$ cat config.mk
export PLATFORM = sky130hd
export DESIGN_NAME = modbus_rtu_slave_frame_handler_flat
export DESIGN_NICKNAME = d
export VERILOG_FILES = /design/src/rtl/mrtu_pkg.sv /design/src/rtl/mrtu_if.sv /design/src/rtl/modbus_rtu_slave_frame_handler.sv /design/src/rtl/mrtu_cfg.sv /design/src/rtl/mrtu_ctrl.sv /design/src/rtl/mrtu_dp.sv /design/src/flat_wrapper.sv
export SDC_FILE = /design/constraint.sdc
export NUM_CORES = 1
export LEC_CHECK = 0
export BUFFER_PORTS_ARGS = -buffer_cell sky130_fd_sc_hd__clkbuf_2
export CORE_ASPECT_RATIO = 0.75
export CORE_MARGIN = 2
export CORE_UTILIZATION = 44
export DETAILED_ROUTE_END_ITERATION = 6
export SLEW_MARGIN = 40
export SYNTH_ARGS = -nofsm -noshare
export SYNTH_HDL_FRONTEND = slang
export SYNTH_SLANG_ARGS = --single-unit
$ cat constraint.sdc
create_clock -name clk -period 5.75 [get_ports clk]
set_clock_uncertainty 0.15 [all_clocks]
set_input_delay 1.15 -clock clk [delete_from_list [all_inputs] [get_ports clk]]
set_output_delay 1.15 -clock clk [all_outputs]
set_load 0.02 [all_outputs]
$ cat src/rtl/mrtu_pkg.sv
package mrtu_pkg;

  // Frame layout
  localparam int FRAME_BYTES     = 8;
  localparam int CRC_BYTES       = 6;
  localparam int READ_RESP_BYTES = 7;
  localparam int READ_CRC_BYTES  = 5;

  // Modbus constants
  localparam logic [15:0] CRC_INIT        = 16'hFFFF;
  localparam logic [15:0] CRC_POLY        = 16'hA001;
  localparam logic [7:0]  FN_READ         = 8'h03;
  localparam logic [7:0]  FN_WRITE        = 8'h06;
  localparam logic [7:0]  READ_BYTE_COUNT = 8'h02;
  localparam logic [15:0] UNKNOWN_VALUE   = 16'hFFFF;
  localparam logic [15:0] OPEN_VALUE      = 16'h0001;

  // Valve action codes
  localparam logic [1:0] ACT_NONE  = 2'd0;
  localparam logic [1:0] ACT_OPEN  = 2'd1;
  localparam logic [1:0] ACT_CLOSE = 2'd2;

  // Configuration port
  localparam int CFG_INDEX_W = 3;
  localparam int CFG_DATA_W  = 16;

  localparam logic [CFG_INDEX_W-1:0] REG_DEVICE_ADDRESS  = 3'd0;
  localparam logic [CFG_INDEX_W-1:0] REG_STATE_ADDRESS   = 3'd1;
  localparam logic [CFG_INDEX_W-1:0] REG_BATTERY_VOLTAGE = 3'd2;
  localparam logic [CFG_INDEX_W-1:0] REG_PANEL_VOLTAGE   = 3'd3;
  localparam logic [CFG_INDEX_W-1:0] REG_CURRENT         = 3'd4;
  localparam logic [CFG_INDEX_W-1:0] REG_ENCODER         = 3'd5;
  localparam logic [CFG_INDEX_W-1:0] REG_VALVE_COMMAND   = 3'd6;

  localparam logic [7:0]  DEVICE_ADDRESS_RST  = 8'd1;
  localparam logic [15:0] VALVE_STATE_RST     = 16'd0;
  localparam logic [15:0] BATTERY_VOLTAGE_RST = 16'd1;
  localparam logic [15:0] PANEL_VOLTAGE_RST   = 16'd2;
  localparam logic [15:0] CURRENT_RST         = 16'd3;
  localparam logic [15:0] ENCODER_RST         = 16'd4;
  localparam logic [15:0] VALVE_COMMAND_RST   = 16'd16;

  typedef struct packed {
    logic [7:0]  device_address;
    logic [15:0] valve_state_address;
    logic [15:0] battery_voltage_address;
    logic [15:0] panel_voltage_address;
    logic [15:0] current_address;
    logic [15:0] encoder_address;
    logic [15:0] valve_command_address;
  } cfg_t;

  // Controller to datapath
  typedef struct packed {
    logic rx_take;
    logic check;
    logic rcrc_step;
    logic push;
  } cmd_t;

  // Datapath to controller
  typedef struct packed {
    logic do_read;
    logic do_echo;
    logic rcrc_last;
    logic send_last;
    logic out_free;
  } stat_t;

  // One byte of Modbus CRC-16, reflected
  function automatic logic [15:0] crc_update(input logic [15:0] crc, input logic [7:0] b);
    logic [15:0] c;
    c = crc ^ {8'h00, b};
    for (int k = 0; k < 8; k++) begin
      c = c[0] ? ((c >> 1) ^ CRC_POLY) : (c >> 1);
    end
    return c;
  endfunction

endpackage

$ cat src/rtl/mrtu_if.sv
// Received byte channel
interface mrtu_rx_if;
  logic        valid;
  logic        ready;
  logic [7:0]  rx_byte;
  logic        rx_last;
  logic [15:0] valve_state;
  logic [15:0] battery_mv;
  logic [15:0] panel_mv;
  logic [15:0] current_ma;
  logic [15:0] encoder_low;

  modport source (output valid, rx_byte, rx_last, valve_state, battery_mv, panel_mv,
                  current_ma, encoder_low, input ready);
  modport sink (input valid, rx_byte, rx_last, valve_state, battery_mv, panel_mv,
                current_ma, encoder_low, output ready);
endinterface

// Response byte channel
interface mrtu_tx_if;
  logic       valid;
  logic       ready;
  logic [7:0] tx_byte;
  logic       tx_last;
  logic [1:0] valve_action;

  modport source (output valid, tx_byte, tx_last, valve_action, input ready);
  modport sink (input valid, tx_byte, tx_last, valve_action, output ready);
endinterface

$ cat src/rtl/modbus_rtu_slave_frame_handler.sv
// Channel  Dir  Handshake     Payload
// rx       in   valid/ready   rx_byte, rx_last, valve_state, battery_mv, panel_mv,
//                             current_ma, encoder_low
// tx       out  valid/ready   tx_byte, tx_last, valve_action
// cfg      in   cfg_we        cfg_index, cfg_data (write only)
//
// Frame bytes are taken one per cycle while the controller is in its receive
// state. The last byte is followed by a check state; a read request then runs
// its first five response bytes through the response CRC, one byte per cycle,
// before the response goes out one byte per cycle while tx is ready.
// The output register holds a waiting byte while the next frame is received.
// Reset is synchronous; it returns count, CRC and the controller to idle.
module modbus_rtu_slave_frame_handler (
  input  logic                             clk,
  input  logic                             rst,
  mrtu_rx_if.sink                          rx,
  mrtu_tx_if.source                        tx,
  input  logic                             cfg_we,
  input  logic [mrtu_pkg::CFG_INDEX_W-1:0] cfg_index,
  input  logic [mrtu_pkg::CFG_DATA_W-1:0]  cfg_data
);

  mrtu_pkg::cfg_t  cfg;
  mrtu_pkg::cmd_t  cmd;
  mrtu_pkg::stat_t stat;
  logic            rx_ready;

  assign rx.ready = rx_ready;

  mrtu_cfg u_cfg (
    .clk       (clk),
    .rst       (rst),
    .cfg_we    (cfg_we),
    .cfg_index (cfg_index),
    .cfg_data  (cfg_data),
    .cfg       (cfg)
  );

  mrtu_ctrl u_ctrl (
    .clk      (clk),
    .rst      (rst),
    .rx_valid (rx.valid),
    .rx_last  (rx.rx_last),
    .rx_ready (rx_ready),
    .stat     (stat),
    .cmd      (cmd)
  );

  mrtu_dp u_dp (
    .clk          (clk),
    .rst          (rst),
    .cmd          (cmd),
    .stat         (stat),
    .cfg          (cfg),
    .rx_byte      (rx.rx_byte),
    .rx_last      (rx.rx_last),
    .valve_state  (rx.valve_state),
    .battery_mv   (rx.battery_mv),
    .panel_mv     (rx.panel_mv),
    .current_ma   (rx.current_ma),
    .encoder_low  (rx.encoder_low),
    .tx_ready     (tx.ready),
    .tx_valid     (tx.valid),
    .tx_byte      (tx.tx_byte),
    .tx_last      (tx.tx_last),
    .valve_action (tx.valve_action)
  );

endmodule

$ cat src/rtl/mrtu_cfg.sv
module mrtu_cfg (
  input  logic                                clk,
  input  logic                                rst,
  input  logic                                cfg_we,
  input  logic [mrtu_pkg::CFG_INDEX_W-1:0]    cfg_index,
  input  logic [mrtu_pkg::CFG_DATA_W-1:0]     cfg_data,
  output mrtu_pkg::cfg_t                      cfg
);

  // Register file, unknown indexes ignored
  always_ff @(posedge clk) begin
    if (rst) begin
      cfg.device_address          <= mrtu_pkg::DEVICE_ADDRESS_RST;
      cfg.valve_state_address     <= mrtu_pkg::VALVE_STATE_RST;
      cfg.battery_voltage_address <= mrtu_pkg::BATTERY_VOLTAGE_RST;
      cfg.panel_voltage_address   <= mrtu_pkg::PANEL_VOLTAGE_RST;
      cfg.current_address         <= mrtu_pkg::CURRENT_RST;
      cfg.encoder_address         <= mrtu_pkg::ENCODER_RST;
      cfg.valve_command_address   <= mrtu_pkg::VALVE_COMMAND_RST;
    end else if (cfg_we) begin
      case (cfg_index)
        mrtu_pkg::REG_DEVICE_ADDRESS:  cfg.device_address          <= cfg_data[7:0];
        mrtu_pkg::REG_STATE_ADDRESS:   cfg.valve_state_address     <= cfg_data;
        mrtu_pkg::REG_BATTERY_VOLTAGE: cfg.battery_voltage_address <= cfg_data;
        mrtu_pkg::REG_PANEL_VOLTAGE:   cfg.panel_voltage_address   <= cfg_data;
        mrtu_pkg::REG_CURRENT:         cfg.current_address         <= cfg_data;
        mrtu_pkg::REG_ENCODER:         cfg.encoder_address         <= cfg_data;
        mrtu_pkg::REG_VALVE_COMMAND:   cfg.valve_command_address   <= cfg_data;
        default: begin
        end
      endcase
    end
  end

endmodule

$ cat src/rtl/mrtu_ctrl.sv
module mrtu_ctrl (
  input  logic            clk,
  input  logic            rst,
  input  logic            rx_valid,
  input  logic            rx_last,
  output logic            rx_ready,
  input  mrtu_pkg::stat_t stat,
  output mrtu_pkg::cmd_t  cmd
);

  typedef enum logic [3:0] {
    ST_RECV  = 4'b0001,
    ST_CHECK = 4'b0010,
    ST_RCRC  = 4'b0100,
    ST_SEND  = 4'b1000
  } state_t;

  state_t state;
  state_t state_next;

  always_ff @(posedge clk) begin
    if (rst) begin
      state <= ST_RECV;
    end else begin
      state <= state_next;
    end
  end

  // Next state and datapath commands
  always_comb begin
    state_next    = state;
    rx_ready      = 1'b0;
    cmd           = '0;
    case (state)
      ST_RECV: begin
        rx_ready    = 1'b1;
        cmd.rx_take = rx_valid;
        if (rx_valid && rx_last) begin
          state_next = ST_CHECK;
        end
      end
      ST_CHECK: begin
        cmd.check = 1'b1;
        if (stat.do_read) begin
          state_next = ST_RCRC;
        end else if (stat.do_echo) begin
          state_next = ST_SEND;
        end else begin
          state_next = ST_RECV;
        end
      end
      ST_RCRC: begin
        cmd.rcrc_step = 1'b1;
        if (stat.rcrc_last) begin
          state_next = ST_SEND;
        end
      end
      ST_SEND: begin
        if (stat.out_free) begin
          cmd.push = 1'b1;
          if (stat.send_last) begin
            state_next = ST_RECV;
          end
        end
      end
      default: begin
        state_next = ST_RECV;
      end
    endcase
  end

endmodule

$ cat src/rtl/mrtu_dp.sv
module mrtu_dp (
  input  logic            clk,
  input  logic            rst,
  input  mrtu_pkg::cmd_t  cmd,
  output mrtu_pkg::stat_t stat,
  input  mrtu_pkg::cfg_t  cfg,
  input  logic [7:0]      rx_byte,
  input  logic            rx_last,
  input  logic [15:0]     valve_state,
  input  logic [15:0]     battery_mv,
  input  logic [15:0]     panel_mv,
  input  logic [15:0]     current_ma,
  input  logic [15:0]     encoder_low,
  input  logic            tx_ready,
  output logic            tx_valid,
  output logic [7:0]      tx_byte,
  output logic            tx_last,
  output logic [1:0]      valve_action
);

  logic [7:0]  frame_store [mrtu_pkg::FRAME_BYTES];
  logic [3:0]  byte_count;
  logic [15:0] running_crc;
  logic [15:0] read_value;
  logic [1:0]  action;
  logic        is_echo;
  logic [15:0] resp_crc;
  logic [2:0]  idx;
  logic        out_valid;
  logic [7:0]  out_byte;
  logic        out_last;
  logic [1:0]  out_action;

  logic [7:0]  fn;
  logic [15:0] addr;
  logic [15:0] data;
  logic [15:0] rx_crc;
  logic        frame_ok;
  logic [15:0] value_sel;
  logic [7:0]  read_byte;
  logic [7:0]  send_byte;
  logic        send_last;

  // Request decode from the stored frame
  assign fn       = frame_store[1];
  assign addr     = {frame_store[2], frame_store[3]};
  assign data     = {frame_store[4], frame_store[5]};
  assign rx_crc   = {frame_store[7], frame_store[6]};
  assign frame_ok = (byte_count >= 4'(mrtu_pkg::FRAME_BYTES)) && (rx_crc == running_crc) &&
                    (frame_store[0] == cfg.device_address);

  // Register lookup; address bytes are already stored when the frame is full
  always_comb begin
    if (addr == cfg.valve_state_address) begin
      value_sel = valve_state;
    end else if (addr == cfg.battery_voltage_address) begin
      value_sel = battery_mv;
    end else if (addr == cfg.panel_voltage_address) begin
      value_sel = panel_mv;
    end else if (addr == cfg.current_address) begin
      value_sel = current_ma;
    end else if (addr == cfg.encoder_address) begin
      value_sel = encoder_low;
    end else begin
      value_sel = mrtu_pkg::UNKNOWN_VALUE;
    end
  end

  // Read response bytes
  always_comb begin
    case (idx)
      3'd0:    read_byte = cfg.device_address;
      3'd1:    read_byte = mrtu_pkg::FN_READ;
      3'd2:    read_byte = mrtu_pkg::READ_BYTE_COUNT;
      3'd3:    read_byte = read_value[15:8];
      3'd4:    read_byte = read_value[7:0];
      3'd5:    read_byte = resp_crc[7:0];
      3'd6:    read_byte = resp_crc[15:8];
      default: read_byte = 8'h00;
    endcase
  end

  assign send_byte = is_echo ? frame_store[idx] : read_byte;
  assign send_last = is_echo ? (idx == 3'(mrtu_pkg::FRAME_BYTES - 1))
                             : (idx == 3'(mrtu_pkg::READ_RESP_BYTES - 1));

  // Status to the controller
  assign stat.do_read   = frame_ok && (fn == mrtu_pkg::FN_READ);
  assign stat.do_echo   = frame_ok && (fn == mrtu_pkg::FN_WRITE) &&
                          (addr == cfg.valve_command_address);
  assign stat.rcrc_last = (idx == 3'(mrtu_pkg::READ_CRC_BYTES - 1));
  assign stat.send_last = send_last;
  assign stat.out_free  = !out_valid || tx_ready;

  // Control state: count, running CRC, byte index, output valid, echo flag
  always_ff @(posedge clk) begin
    if (rst) begin
      byte_count  <= '0;
      running_crc <= mrtu_pkg::CRC_INIT;
      idx         <= '0;
      out_valid   <= 1'b0;
      is_echo     <= 1'b0;
    end else begin
      if (cmd.rx_take && (byte_count < 4'(mrtu_pkg::FRAME_BYTES))) begin
        if (byte_count < 4'(mrtu_pkg::CRC_BYTES)) begin
          running_crc <= mrtu_pkg::crc_update(running_crc, rx_byte);
        end
        byte_count <= byte_count + 4'd1;
      end
      if (cmd.check) begin
        byte_count  <= '0;
        running_crc <= mrtu_pkg::CRC_INIT;
        idx         <= '0;
        is_echo     <= stat.do_echo;
      end
      if (cmd.rcrc_step) begin
        idx <= stat.rcrc_last ? 3'd0 : idx + 3'd1;
      end
      if (cmd.push) begin
        idx       <= idx + 3'd1;
        out_valid <= 1'b1;
      end else if (tx_ready) begin
        out_valid <= 1'b0;
      end
    end
  end

  // Frame store and payload registers
  always_ff @(posedge clk) begin
    if (cmd.rx_take && (byte_count < 4'(mrtu_pkg::FRAME_BYTES))) begin
      frame_store[byte_count[2:0]] <= rx_byte;
    end
    if (cmd.rx_take && rx_last) begin
      read_value <= value_sel;
    end
    if (cmd.check) begin
      resp_crc <= mrtu_pkg::CRC_INIT;
      action   <= (data == mrtu_pkg::OPEN_VALUE) ? mrtu_pkg::ACT_OPEN : mrtu_pkg::ACT_CLOSE;
    end
    if (cmd.rcrc_step) begin
      resp_crc <= mrtu_pkg::crc_update(resp_crc, read_byte);
    end
    if (cmd.push) begin
      out_byte   <= send_byte;
      out_last   <= send_last;
      out_action <= (is_echo && (idx == 3'd0)) ? action : mrtu_pkg::ACT_NONE;
    end
  end

  assign tx_valid     = out_valid;
  assign tx_byte      = out_byte;
  assign tx_last      = out_last;
  assign valve_action = out_action;

endmodule

$ cat src/flat_wrapper.sv
// flat-port wrapper written by rule: the top's interface ports become plain ports
module modbus_rtu_slave_frame_handler_flat 
  (clk, rst, cfg_we, cfg_index, cfg_data, rx_valid, rx_rx_byte, rx_rx_last, rx_valve_state, rx_battery_mv, rx_panel_mv, rx_current_ma, rx_encoder_low, rx_ready, tx_valid, tx_tx_byte, tx_tx_last, tx_valve_action, tx_ready);
  mrtu_rx_if rx_i ();
  mrtu_tx_if tx_i ();
  input  logic clk;
  input  logic rst;
  input  logic cfg_we;
  input  logic [mrtu_pkg::CFG_INDEX_W-1:0] cfg_index;
  input  logic [mrtu_pkg::CFG_DATA_W-1:0] cfg_data;
  input wire logic [$bits(rx_i.valid)-1:0] rx_valid;
  input wire logic [$bits(rx_i.rx_byte)-1:0] rx_rx_byte;
  input wire logic [$bits(rx_i.rx_last)-1:0] rx_rx_last;
  input wire logic [$bits(rx_i.valve_state)-1:0] rx_valve_state;
  input wire logic [$bits(rx_i.battery_mv)-1:0] rx_battery_mv;
  input wire logic [$bits(rx_i.panel_mv)-1:0] rx_panel_mv;
  input wire logic [$bits(rx_i.current_ma)-1:0] rx_current_ma;
  input wire logic [$bits(rx_i.encoder_low)-1:0] rx_encoder_low;
  output wire logic [$bits(rx_i.ready)-1:0] rx_ready;
  output wire logic [$bits(tx_i.valid)-1:0] tx_valid;
  output wire logic [$bits(tx_i.tx_byte)-1:0] tx_tx_byte;
  output wire logic [$bits(tx_i.tx_last)-1:0] tx_tx_last;
  output wire logic [$bits(tx_i.valve_action)-1:0] tx_valve_action;
  input wire logic [$bits(tx_i.ready)-1:0] tx_ready;
  assign rx_i.valid = rx_valid;
  assign rx_i.rx_byte = rx_rx_byte;
  assign rx_i.rx_last = rx_rx_last;
  assign rx_i.valve_state = rx_valve_state;
  assign rx_i.battery_mv = rx_battery_mv;
  assign rx_i.panel_mv = rx_panel_mv;
  assign rx_i.current_ma = rx_current_ma;
  assign rx_i.encoder_low = rx_encoder_low;
  assign rx_ready = rx_i.ready;
  assign tx_valid = tx_i.valid;
  assign tx_tx_byte = tx_i.tx_byte;
  assign tx_tx_last = tx_i.tx_last;
  assign tx_valve_action = tx_i.valve_action;
  assign tx_i.ready = tx_ready;
  modbus_rtu_slave_frame_handler u_core (.clk(clk), .rst(rst), .rx(rx_i), .tx(tx_i), .cfg_we(cfg_we), .cfg_index(cfg_index), .cfg_data(cfg_data));
endmodule
==> flow_summary.yaml <==
synth:
  synthFlopType: "dfxtp_1"
  synth_top_area_share_pct: 28.0
  synth_top_area_cell: "edfxtp_1"
  synth_seq_area_share_pct: 51.3
  ys_async_sr_fraction_pct: 0
  synth_area_leaders: "edfxtp_1 28%, dfxtp_1 23%, nand2_1 8.1%"
  yosysUniqueCellTypes: 54
  syn_avg_cell_area_um2: 9.97
  netlist_instances: 1172
  synth_edf_count: 109
  synth_nets: 1292
  ys_seq_elements: 245
  syn-cell-area_mm2: 0.0117
  yosysWarnings: 0
place:
  routabilityCongestion: 0.939
  hpwl_um: 28000
  io_buffers: 125
  dp.cells: 1580
  pre_cts_ws_ns: 2.24
setup_path:
  critical_path_class: "flip-flop to flip-flop"
  slowest_stage: "nor2b_1"
  worstPathArrival_ns: 3.69
  setup.worst_path.start_class: "flip-flop"
  worstPathMaxFanout: 15
  cpPeakStageDelay_ns: 0.68
  cp.required_ns: 5.87
  crit_top_cell: "xor2_1"
  endpoint_kind: "flip-flop"
  crit_chain: "inv_1 > ha_1 > nor2b_1 > a22oi_1 > o21ai_1 > xor2_1 > xor2_1 > xnor3_1 > mux2i_1"
power_and_ir_drop:
  comb_power_share_pct: 8.5
  powerDensity_mw_per_mm2: 293
  p_leak_nw: 4.83
  switching_power_mw: 0.949
  power_frac_seq_pct: 48.5
  clkPwrFrac_pct: 43.0
  intPower_mw: 2.99
  p_total_mw: 3.94
  p_sw_share_pct: 24.1
  vdd_drop_max_mv: 0.377
routing:
  vias: 9314
  wire_per_inst_um: 23.4
  first_pass_iters: 5
  wl_met1_um: 17700
  dr_wl_met3_um: 3430
  top_layer_used: "met4"
  drc: 0
  met2RoutedLength_um: 16000
  initialDrtViolationCount: 823
  vias_per_cell: 5.72
  postRouteAntennaNets: 0
  wl_um: 38000
clock_network:
  clk_pin_slew_ns: 0.06
  cts_buffer_depth: 3
  cts_buffers: 25
  cts_root_buffer: "clkbuf_16"
  postCtsSetupBuffers: 0
  clk_latency_ns: 0.53
  cts_tree: "yes"
  post_cts_resize_count: 0
  cts-htree-levels: 1
  cts.sinks: 245
  ctsHoldBuffers: 0
timing:
  finalSetupViolCount: 0
  slew-limit-headroom_pct: 44.4
  min_period_over_period_pct: 62.0
  grt_setup_unrepaired: "false"
  max_freq_mhz: 280
  worst_pin_slew_ns: 0.831
  finalSetupTns_ns: 0
  period_minus_slack_ns: 3.57
  holdWs_ns: 0.320
  slew_violations: 0
  hold_viol: 0
  final.setup.worst_slack_ns: 2.18
die:
  die_y_um: 145
  rows: 51
  core-area_mm2: 0.0260
  start_util_pct: 44.9
  die_x_um: 192
  dieArea_mm2: 0.0279
  io_pins: 126
final_layout:
  nNetsFinal: 1384
  layoutNonFillerInstCount: 1627
  nFillCells: 2405
  layout_commonest_cell: "nand2_1"
  syn_to_final_growth_pct: 15.2
  drive_above_1_share_pct: 17.1
  mostFrequentLayoutCells: "251 x nand2_1, 136 x a21oi_1, 135 x dfxtp_1"
  antenna_cells: 0
grt:
  grt_usage_pct: 27.0
  antenna_found_initial: 0
  grt_overflow_total: 0
  grt_pass1_vias: 8897
  grt_max_degree: 68
  grt_first_pass_wirelength_um: 56100
worst_hold_path:
  hold_path_class: "flip-flop to flip-flop"
status:
  status: "complete, no violations"
job:
  cap_violations: 0
==> layout make-up <==
cell class / instances / area, um^2 / area share (%)
inverter: 10 / 37.5 / 0.279
sequential: 245 / 6000 / 44.6
clock inverter: 11 / 141 / 1.05
tap: 344 / 430 / 3.20
clock buffer: 35 / 709 / 5.27
timing repair buffer: 136 / 714 / 5.31
multi-input combinational: 846 / 5430 / 40.3
==> critical path: cells and delay by family (launching register included) <==
kind                       cells  cell delay (ns)
AOI/OAI and AO/OA              2             0.32
xor gates and xnor gates       3             1.01
adders and majority gates      1             0.55
buffers and inverters          1             0.10
DFF                            1             0.35
muxes                          1             0.15
and+or+nand+nor                1             0.68
==> cells in the mapped netlist, drive strengths merged (13+ instances only) <==
cell type,number
xnor2,72
buf,28
nor4,25
mux2i,20
nor2,51
a21o,21
nand2,253
a211oi,17
clkbuf,43
a21oi,136
mux4,16
nand4,15
o221ai,17
edfxtp,109
nand2b,13
nand3,17
xor2,87
dfxtp,136
==> path summary, 6_finish.rpt <==
kind                             end  slack [ns]                start  depth (start not counted)
max          u_core.u_dp.resp_crc[0]        2.18   u_core.u_dp.idx[0]                          9
min              u_core.u_cfg.cfg[2]        0.32  u_core.u_cfg.cfg[2]                          2
max reg2reg  u_core.u_dp.resp_crc[0]        2.18   u_core.u_dp.idx[0]                          9
min reg2reg      u_core.u_cfg.cfg[2]        0.32  u_core.u_cfg.cfg[2]                          2
==> state kept, by name, summed over array words and instances (netlist names), named ones only <==
signal	count
u_core.u_dp.read_value	16
u_core.u_dp.tx_valid	1
u_core.u_dp.valve_action	2
u_core.u_dp.idx	3
u_core.u_dp.action	2
u_core.u_dp.tx_last	1
u_core.u_dp.tx_byte	8
u_core.u_dp.running_crc	16
u_core.u_ctrl.state	4
u_core.u_dp.resp_crc	16
u_core.u_dp.frame_store	64
u_core.u_dp.byte_count	4
u_core.u_dp.is_echo	1
u_core.u_cfg.cfg	104
==> layer usage <==
metal	GRT usage [%]	vias up
li1	-	4335
met1	41.3	4523
met2	39.0	409
met3	5.32	47
met4	6.41	0
met5	0	-
==> metrics by stage <==
stage	util (%)	area [um^2]
2_1_floorplan	-	11700
3_3_place_gp	48.1	12500
3_5_place_dp	48.3	12600
4_1_cts	51.6	13400
5_1_grt	51.7	13500
6_report	51.7	13500
==> power groups by stage <==
stage,registers (mW),clock network [mW],logic [mW]
floorplan,1.93,0,0.203
global placement,1.95,0,0.325
detailed placement,1.95,0,0.328
CTS,1.91,1.72,0.330
global route,1.92,1.80,0.363
finish,1.91,1.70,0.334
==> cell families (layout without fill, tap and decap cells) <==
family,count (synthesis),count (layout),synth area share (%)
flops,245,245,51.3
simple gates,408,408,15.5
xor+xnor,160,160,12.1
compound gates,234,234,12.5
mux,37,37,4.89
buf+inv,81,192,2.97
fa+ha+maj,7,7,0.749
Note: power is estimated with default switching activity, not from simulation.
